File: config.mk
export PLATFORM = sky130hd
export DESIGN_NAME = markdown_emphasis_tokenizer
export DESIGN_NICKNAME = d
export VERILOG_FILES = /design/src/rtl/met_pkg.sv /design/src/rtl/met_front.sv /design/src/rtl/met_queue.sv /design/src/rtl/met_back.sv /design/src/rtl/markdown_emphasis_tokenizer.sv
export SDC_FILE = /design/constraint.sdc
export NUM_CORES = 1
export LEC_CHECK = 0
export BUFFER_PORTS_ARGS = -buffer_cell sky130_fd_sc_hd__buf_2
export CORE_MARGIN = 3
export CORE_UTILIZATION = 55
export CTS_BUF_LIST = sky130_fd_sc_hd__clkbuf_8 sky130_fd_sc_hd__clkbuf_16
export CTS_CLUSTER_DIAMETER = 30
export CTS_CLUSTER_SIZE = 14
export DETAILED_ROUTE_END_ITERATION = 8
export PLACE_DENSITY = 0.72
export SYNTH_ARGS = -nofsm -noshare
export SYNTH_HDL_FRONTEND = slang
export SYNTH_SLANG_ARGS = --single-unit
File: constraint.sdc
create_clock -name i_clk -period 5.1 [get_ports i_clk]
set_input_delay 0.51 -clock i_clk [delete_from_list [all_inputs] [get_ports i_clk]]
set_output_delay 0.51 -clock i_clk [all_outputs]
set_load 0.02 [all_outputs]
File: src/rtl/met_pkg.sv
// ----------------------------------------------------------------------------
// met_pkg
// shared types and constants for the markdown emphasis tokenizer
// ----------------------------------------------------------------------------
package met_pkg;

    localparam logic [1:0] MODE_NORMAL = 2'd0;
    localparam logic [1:0] MODE_ITALIC = 2'd1;
    localparam logic [1:0] MODE_BOLD   = 2'd2;

    localparam logic [7:0] STAR_CHAR  = 8'h2A;
    localparam logic [7:0] SPACE_CHAR = 8'h20;

    localparam logic KIND_TEXT = 1'b0;
    localparam logic KIND_EOL  = 1'b1;

    localparam int unsigned MAX_RESULTS = 3;

    typedef struct packed {
        logic [7:0] char_code;
        logic       char_present;
        logic       end_of_line;
    } t_in_word;

    typedef struct packed {
        logic       kind;
        logic [7:0] text_byte;
        logic       is_bold;
        logic       is_italic;
        logic       word_start;
        logic       last_result;
    } t_out_word;

    // all results of one input item, in order from slot 0
    typedef struct packed {
        logic [1:0]                      n;
        t_out_word [MAX_RESULTS-1:0]     res;
    } t_bundle;

    typedef struct packed {
        logic full;
        logic empty;
    } t_q_stat;

endpackage

File: src/rtl/met_front.sv
// ----------------------------------------------------------------------------
// met_front
// accepts input words, tracks emphasis state and builds result bundles
// ----------------------------------------------------------------------------
module met_front
    import met_pkg::*;
(
    input  logic     i_clk,
    input  logic     i_rst_n,
    input  logic     i_in_valid,
    output logic     o_in_stall,
    input  t_in_word i_in_data,
    input  t_q_stat  i_q_stat,
    output logic     o_push,
    output t_bundle  o_bundle
);

    logic [1:0] r_mode, n_mode;
    logic       r_sp, n_sp;
    logic       r_aws, n_aws;
    logic       w_accept;

    function automatic t_out_word mk_text(input logic [7:0] b, input logic [1:0] m,
                                          input logic ws);
        t_out_word w;
        w.kind        = KIND_TEXT;
        w.text_byte   = b;
        w.is_bold     = (m == MODE_BOLD);
        w.is_italic   = (m == MODE_ITALIC);
        w.word_start  = ws;
        w.last_result = 1'b0;
        return w;
    endfunction

    assign o_in_stall = i_q_stat.full;
    assign w_accept   = i_in_valid && !o_in_stall;

    always_comb begin
        logic [1:0] v_n;
        t_bundle    v_b;
        logic       v_star;
        logic       v_space;
        logic       v_plain;
        v_n     = 2'd0;
        v_b     = '0;
        v_star  = (i_in_data.char_code == STAR_CHAR);
        v_space = (i_in_data.char_code == SPACE_CHAR);
        v_plain = 1'b0;
        n_mode  = (r_mode == MODE_BOLD || r_mode == MODE_ITALIC) ? r_mode : MODE_NORMAL;
        n_sp    = r_sp;
        n_aws   = r_aws;

        if (i_in_data.char_present) begin
            priority if (n_mode == MODE_BOLD) begin
                if (n_sp && v_star) begin
                    n_sp   = 1'b0;
                    n_mode = MODE_NORMAL;
                    n_aws  = 1'b1;
                end else begin
                    if (n_sp) begin
                        // held star goes out as bold text
                        v_b.res[v_n] = mk_text(STAR_CHAR, MODE_BOLD, n_aws);
                        v_n          = v_n + 2'd1;
                        n_aws        = 1'b0;
                        n_sp         = 1'b0;
                    end
                    if (v_star) begin
                        n_sp = 1'b1;
                    end else begin
                        v_plain = 1'b1;
                    end
                end
            end else if (n_mode == MODE_ITALIC) begin
                if (v_star) begin
                    n_mode = MODE_NORMAL;
                    n_aws  = 1'b1;
                end else begin
                    v_plain = 1'b1;
                end
            end else begin
                if (n_sp) begin
                    n_sp  = 1'b0;
                    n_aws = 1'b1;
                    if (v_star) begin
                        n_mode = MODE_BOLD;
                    end else begin
                        n_mode  = MODE_ITALIC;
                        v_plain = 1'b1;
                    end
                end else if (v_star) begin
                    n_sp = 1'b1;
                end else begin
                    v_plain = 1'b1;
                end
            end

            if (v_plain) begin
                if (v_space) begin
                    n_aws = 1'b1;
                end else begin
                    v_b.res[v_n] = mk_text(i_in_data.char_code, n_mode, n_aws);
                    v_n          = v_n + 2'd1;
                    n_aws        = 1'b0;
                end
            end
        end

        if (i_in_data.end_of_line) begin
            if (n_sp && n_mode == MODE_BOLD) begin
                v_b.res[v_n] = mk_text(STAR_CHAR, MODE_BOLD, n_aws);
                v_n          = v_n + 2'd1;
            end
            v_b.res[v_n]      = '0;
            v_b.res[v_n].kind = KIND_EOL;
            v_n               = v_n + 2'd1;
            n_mode            = MODE_NORMAL;
            n_sp              = 1'b0;
            n_aws             = 1'b1;
        end

        if (v_n != 2'd0) begin
            v_b.res[v_n - 2'd1].last_result = 1'b1;
        end
        v_b.n    = v_n;
        o_bundle = v_b;
        o_push   = w_accept && (v_n != 2'd0);
    end

    always_ff @(posedge i_clk) begin
        if (!i_rst_n) begin
            r_mode <= MODE_NORMAL;
            r_sp   <= 1'b0;
            r_aws  <= 1'b1;
        end else if (w_accept) begin
            r_mode <= n_mode;
            r_sp   <= n_sp;
            r_aws  <= n_aws;
        end
    end

endmodule

File: src/rtl/met_queue.sv
// ----------------------------------------------------------------------------
// met_queue
// small fifo of result bundles between front and back
// ----------------------------------------------------------------------------
module met_queue
    import met_pkg::*;
#(
    parameter int unsigned DEPTH = 4
) (
    input  logic    i_clk,
    input  logic    i_rst_n,
    input  logic    i_push,
    input  t_bundle i_wr_data,
    input  logic    i_pop,
    output t_bundle o_head,
    output t_q_stat o_stat
);

    localparam int unsigned PTR_W = (DEPTH > 1) ? $clog2(DEPTH) : 1;
    localparam int unsigned CNT_W = $clog2(DEPTH + 1);

    t_bundle            r_mem [DEPTH];
    logic [PTR_W-1:0]   r_wr, r_rd;
    logic [CNT_W-1:0]   r_cnt;

    function automatic logic [PTR_W-1:0] ptr_inc(input logic [PTR_W-1:0] p);
        return (p == PTR_W'(DEPTH - 1)) ? '0 : p + 1'b1;
    endfunction

    assign o_stat.full  = (r_cnt == CNT_W'(DEPTH));
    assign o_stat.empty = (r_cnt == '0);
    assign o_head       = r_mem[r_rd];

    always_ff @(posedge i_clk) begin
        if (i_push) begin
            r_mem[r_wr] <= i_wr_data;
        end
    end

    always_ff @(posedge i_clk) begin
        if (!i_rst_n) begin
            r_wr  <= '0;
            r_rd  <= '0;
            r_cnt <= '0;
        end else begin
            if (i_push) begin
                r_wr <= ptr_inc(r_wr);
            end
            if (i_pop) begin
                r_rd <= ptr_inc(r_rd);
            end
            unique case ({i_push, i_pop})
                2'b10:   r_cnt <= r_cnt + 1'b1;
                2'b01:   r_cnt <= r_cnt - 1'b1;
                default: r_cnt <= r_cnt;
            endcase
        end
    end

endmodule

File: src/rtl/met_back.sv
// ----------------------------------------------------------------------------
// met_back
// unpacks bundles into single result words behind an output register
// ----------------------------------------------------------------------------
module met_back
    import met_pkg::*;
(
    input  logic      i_clk,
    input  logic      i_rst_n,
    input  t_bundle   i_head,
    input  t_q_stat   i_q_stat,
    output logic      o_pop,
    output logic      o_out_valid,
    input  logic      i_out_stall,
    output t_out_word o_out_data
);

    logic [1:0] r_idx;
    logic       r_valid;
    t_out_word  r_data;
    logic       w_load;
    logic       w_last;

    assign w_load = (!r_valid || !i_out_stall) && !i_q_stat.empty;
    assign w_last = (r_idx == i_head.n - 2'd1);
    assign o_pop  = w_load && w_last;

    always_ff @(posedge i_clk) begin
        if (!i_rst_n) begin
            r_valid <= 1'b0;
            r_idx   <= '0;
        end else begin
            if (w_load) begin
                r_valid <= 1'b1;
                r_idx   <= w_last ? 2'd0 : r_idx + 2'd1;
            end else if (!i_out_stall) begin
                r_valid <= 1'b0;
            end
        end
    end

    always_ff @(posedge i_clk) begin
        if (w_load) begin
            r_data <= i_head.res[r_idx];
        end
    end

    assign o_out_valid = r_valid;
    assign o_out_data  = r_data;

endmodule

File: src/rtl/markdown_emphasis_tokenizer.sv
// ----------------------------------------------------------------------------
// markdown_emphasis_tokenizer: bold/italic tagging of line text, word starts
// an accepted word's results are registered in the fifo, then in the output register
// one input word per cycle while the fifo is not full; an item with k results gives k output words
// sync active-low reset: normal mode, no held star, word start set, fifo empty
// ----------------------------------------------------------------------------
module markdown_emphasis_tokenizer
    import met_pkg::*;
#(
    parameter int unsigned QUEUE_DEPTH = 4
) (
    input  logic      i_clk,
    input  logic      i_rst_n,
    input  logic      i_in_valid,
    output logic      o_in_stall,
    input  t_in_word  i_in_data,
    output logic      o_out_valid,
    input  logic      i_out_stall,
    output t_out_word o_out_data
);

    t_q_stat w_stat;
    t_bundle w_bundle;
    t_bundle w_head;
    logic    w_push;
    logic    w_pop;

    met_front u_front (
        .i_clk      (i_clk),
        .i_rst_n    (i_rst_n),
        .i_in_valid (i_in_valid),
        .o_in_stall (o_in_stall),
        .i_in_data  (i_in_data),
        .i_q_stat   (w_stat),
        .o_push     (w_push),
        .o_bundle   (w_bundle)
    );

    met_queue #(
        .DEPTH (QUEUE_DEPTH)
    ) u_queue (
        .i_clk     (i_clk),
        .i_rst_n   (i_rst_n),
        .i_push    (w_push),
        .i_wr_data (w_bundle),
        .i_pop     (w_pop),
        .o_head    (w_head),
        .o_stat    (w_stat)
    );

    met_back u_back (
        .i_clk       (i_clk),
        .i_rst_n     (i_rst_n),
        .i_head      (w_head),
        .i_q_stat    (w_stat),
        .o_pop       (w_pop),
        .o_out_valid (o_out_valid),
        .i_out_stall (i_out_stall),
        .o_out_data  (o_out_data)
    );

    // fifo never written while full
    a_no_push_full: assert property (@(posedge i_clk) disable iff (!i_rst_n)
        w_stat.full |-> !w_push)
        else $error("bundle pushed into full fifo");

    // fifo never popped while empty
    a_no_pop_empty: assert property (@(posedge i_clk) disable iff (!i_rst_n)
        w_stat.empty |-> !w_pop)
        else $error("bundle popped from empty fifo");

    // line end marker closes its item and carries no text
    a_marker_last: assert property (@(posedge i_clk) disable iff (!i_rst_n)
        (o_out_valid && o_out_data.kind == KIND_EOL) |->
        (o_out_data.last_result && o_out_data.text_byte == '0 &&
         !o_out_data.is_bold && !o_out_data.is_italic && !o_out_data.word_start))
        else $error("malformed line end marker");

endmodule
==> flow_summary.ini <==
[yosys]
synthArstFlopShare_pct = 0
synthCells = 453
ys_seq_area_share_pct = 65.8
synth_ff_type = edfxtp_1
synth_cell_types = 60
yosys_warnings = 0
avgSynthCellArea_um2 = 15.3
ys_seq_elements = 157
synth_edf_count = 141
synth.cell_area_um2 = 6920

[setup_path]
crit_slowest_cell = or4b_4
setup.worst_path.start = i_in_data[4]
reg2reg_depth = 19
crit_chain = buf_2 -> or4b_4 -> nor3_4 -> nand2_1 -> ha_1 -> nand2_1 -> ha_1 -> a32o_1 -> a32oi_1 -> ha_1 -> mux2_2 -> a21oi_4 -> inv_2 -> ha_1 -> inv_1 -> fa_1 -> xor2_1 -> or3_1 -> a21boi_0
timing.rr.end = u_queue.r_cnt[2]
critPathLaunchType = input pin
r2r_start = u_front.r_mode[1]
critPathMaxStageDelay_ps = 600
crit_top_cell = ha_1
rrSetupSlack_ps = 710
cp-end-kind = register
crit_path_max_fanout = 7
arrival_ps = 4770
cp.required_ps = 5440
crit_type = input pin to register

[floorplan]
die_w_um = 118
row_count = 40
initial_core_util_pct = 56.9
pin_count = 29
dieHeight_um = 118
coreArea_um2 = 12200
die-area_um2 = 14000

[min_path]
min_from = i_out_stall
hold_end = u_back.o_out_valid
hp-class = input pin to register
whs_path_depth = 3

[placed_design]
post-place-ws_ps = 241
io_buffers = 28
hpwl_um = 8720
gp_congestion = 0.925

[routing]
drtIter0Drc = 380
detail-route-antenna-nets = 0
drt_wl_total_um = 13600
vias_per_cell = 5.87
wl_per_cell_um = 20.2
num_vias = 3962
drc_errors = 0
first_pass_iters = 5

[power]
ir_drop_mv = 0.198
power_density_nw_per_um2 = 445
leakage_nw = 2.76

[timing]
fin_skew_ps = 5.77
drv_slew = 0
tightestPinTransition_ps = 684
max_clock_freq_ghz = 0.226
relSlewSlack_pct = 54.1
rsz0062_at_grt = false
setup_violations = 0
setup-tns-final_ps = 0
worst_slack_ps = 666
min_period_over_period_pct = 86.9
report.final.hold_viol_count = 0
period_minus_slack_ps = 4430

[clock_tree]
cts_resized = 0
worstSkewPairLatency_ps = 420
root_buffer = clkbuf_16
cts_buffers = 17
clk_path_buf_depth = 2
path_clk_slew_ps = 60
cts_tree = built
hold_buffers = 0
postCtsSetupRepairBufs = 0
cts_sinks = 157
cts_max_level = 4

[grt]
grt_first_pass_wirelength_um = 21900
grt_max_degree = 33
grt_use_total_pct = 20.8
antenna_found_initial = 0
overflow = 0
grt_pass1_vias = 4042

[final_layout]
area.growth.synth_to_final_pct = 13.8
drive_above_1_share_pct = 23.3
diodes = 0
finalNetCount = 523

[outcome]
outcome = completed

[run]
drv_cap = 0
==> worst max path at each step <==
stage | to | slack (ps) | cells past startpoint
detailed placement | u_queue.r_cnt[2] | 240 | 19
global placement | u_queue.r_cnt[2] | 390 | 19
CTS | u_queue.r_cnt[2] | 680 | 19
global route | u_queue.r_cnt[2] | 310 | 19
floorplan | u_queue.r_mem[0][0] | 560 | 12
finish | u_queue.r_cnt[2] | 670 | 19
==> registers in the layout, summed over array words and instances (netlist names), named ones only <==
signal and cells:
u_back.o_out_data 13, u_front.r_mode 2, u_front.r_sp 1, u_queue.r_cnt 3, u_back.o_out_valid 1, u_queue.r_rd 2
u_queue.r_mem 128, u_queue.r_wr 2, u_front.r_aws 1, u_back.r_idx 2
==> cell usage after synthesis, drive strengths merged, types with 5 or more instances <==
| cell type | count | share of area (%) |
|---|---|---|
| edfxtp | 141 | 61 |
| nand2 | 46 | 2.5 |
| mux4 | 32 | 10 |
| a21oi | 22 | 1.8 |
| inv | 21 | 1.1 |
| nor2 | 19 | 1.1 |
| and2 | 18 | 1.6 |
| dfxtp | 16 | 4.6 |
| ha | 13 | 2.4 |
| clkbuf | 12 | 0.65 |
| o21ai | 11 | 0.80 |
| nand3 | 10 | 0.72 |
| buf | 8 | 0.60 |
| nor3 | 7 | 0.67 |
| mux2i | 6 | 1.0 |
| a31oi | 5 | 0.45 |
| nand2b | 5 | 0.45 |
| nor2b | 5 | 0.45 |
==> routing by layer <==
metal	part of all wire [%]	vias to the layer above	track usage, %
li1	-	1825	-
met5	0	-	0
met4	1.2	0	7.03
met3	5.0	14	5.02
met1	45	2010	28.8
met2	49	113	32.8
==> area by class of cell <==
cell class | instances | area [µm²]
multi-input combinational | 258 | 2210
clock buffer | 17 | 425
tap | 168 | 210
clock inverter | 14 | 114
inverter | 21 | 78.8
sequential | 157 | 4560
fill | 863 | 4290
timing repair buffer | 40 | 280
==> cell families (layout without fill, tap and decap cells) <==
logic type | Yosys count | count (layout) | synth area share, %
xor+xnor | 5 | 5 | 0.742
flops | 157 | 157 | 65.8
simple gates | 128 | 128 | 9.84
compound gates | 66 | 66 | 6.57
mux | 40 | 40 | 11.8
other cells | 1 | 4 | 0.0542
fa+ha+maj | 15 | 15 | 2.79
buf+inv | 41 | 92 | 2.39
==> where the power goes <==
group / total (mW) / internal (mW) / switching (mW)
Combinational: 0.739 / 0.309 / 0.430
Clock: 1.14 / 0.699 / 0.443
Sequential: 1.62 / 1.57 / 0.0546
Total: 3.51 / 2.58 / 0.928
==> placed cells by master, fill, tap and decap left out, types with 4 or more instances in the layout <==
cell type	synthesis	final
edfxtp_1	141	141
nand2_1	46	46
mux4_2	32	32
buf_2	6	28
inv_1	18	22
a21oi_1	21	21
nor2_1	18	18
and2_1	18	18
clkbuf_16	0	17
dfxtp_1	16	15
ha_1	13	13
nand3_1	10	10
buf_4	1	8
o21ai_0	7	7
nor3_1	6	6
nor2b_1	5	5
nand2b_1	5	5
a31oi_1	5	5
mux2i_1	5	5
or3_1	4	4
o21ai_1	4	4
a31o_2	4	4
o22ai_1	4	4
clkinv_2	0	4
buf_12	0	4
conb_1	1	4
==> stage by stage <==
step / util (%) / cells / hold slack (ps) / power, mW / cell area (µm²)
global route: 64.7 / 675 / 427 / 3.66 / 7870
floorplan: - / 456 / 455 / 2.18 / 6930
CTS: 64.7 / 675 / 392 / 3.54 / 7870
detailed placement: 60.3 / 644 / 481 / 2.40 / 7330
global placement: 60.3 / 644 / 462 / 2.38 / 7330
finish: 64.7 / 675 / 414 / 3.51 / 7870
==> critical path: cells and delay by family <==
kind / cells / cell delay, ps
AND/OR/NAND/NOR: 5 / 1330
adder cells (fa/ha/maj): 5 / 1340
multiplexers: 1 / 330
buffers and inverters: 3 / 270
AO/OA/AOI/OAI: 4 / 920
XOR/XNOR: 1 / 70
Note: power is estimated with default switching activity, not from simulation.
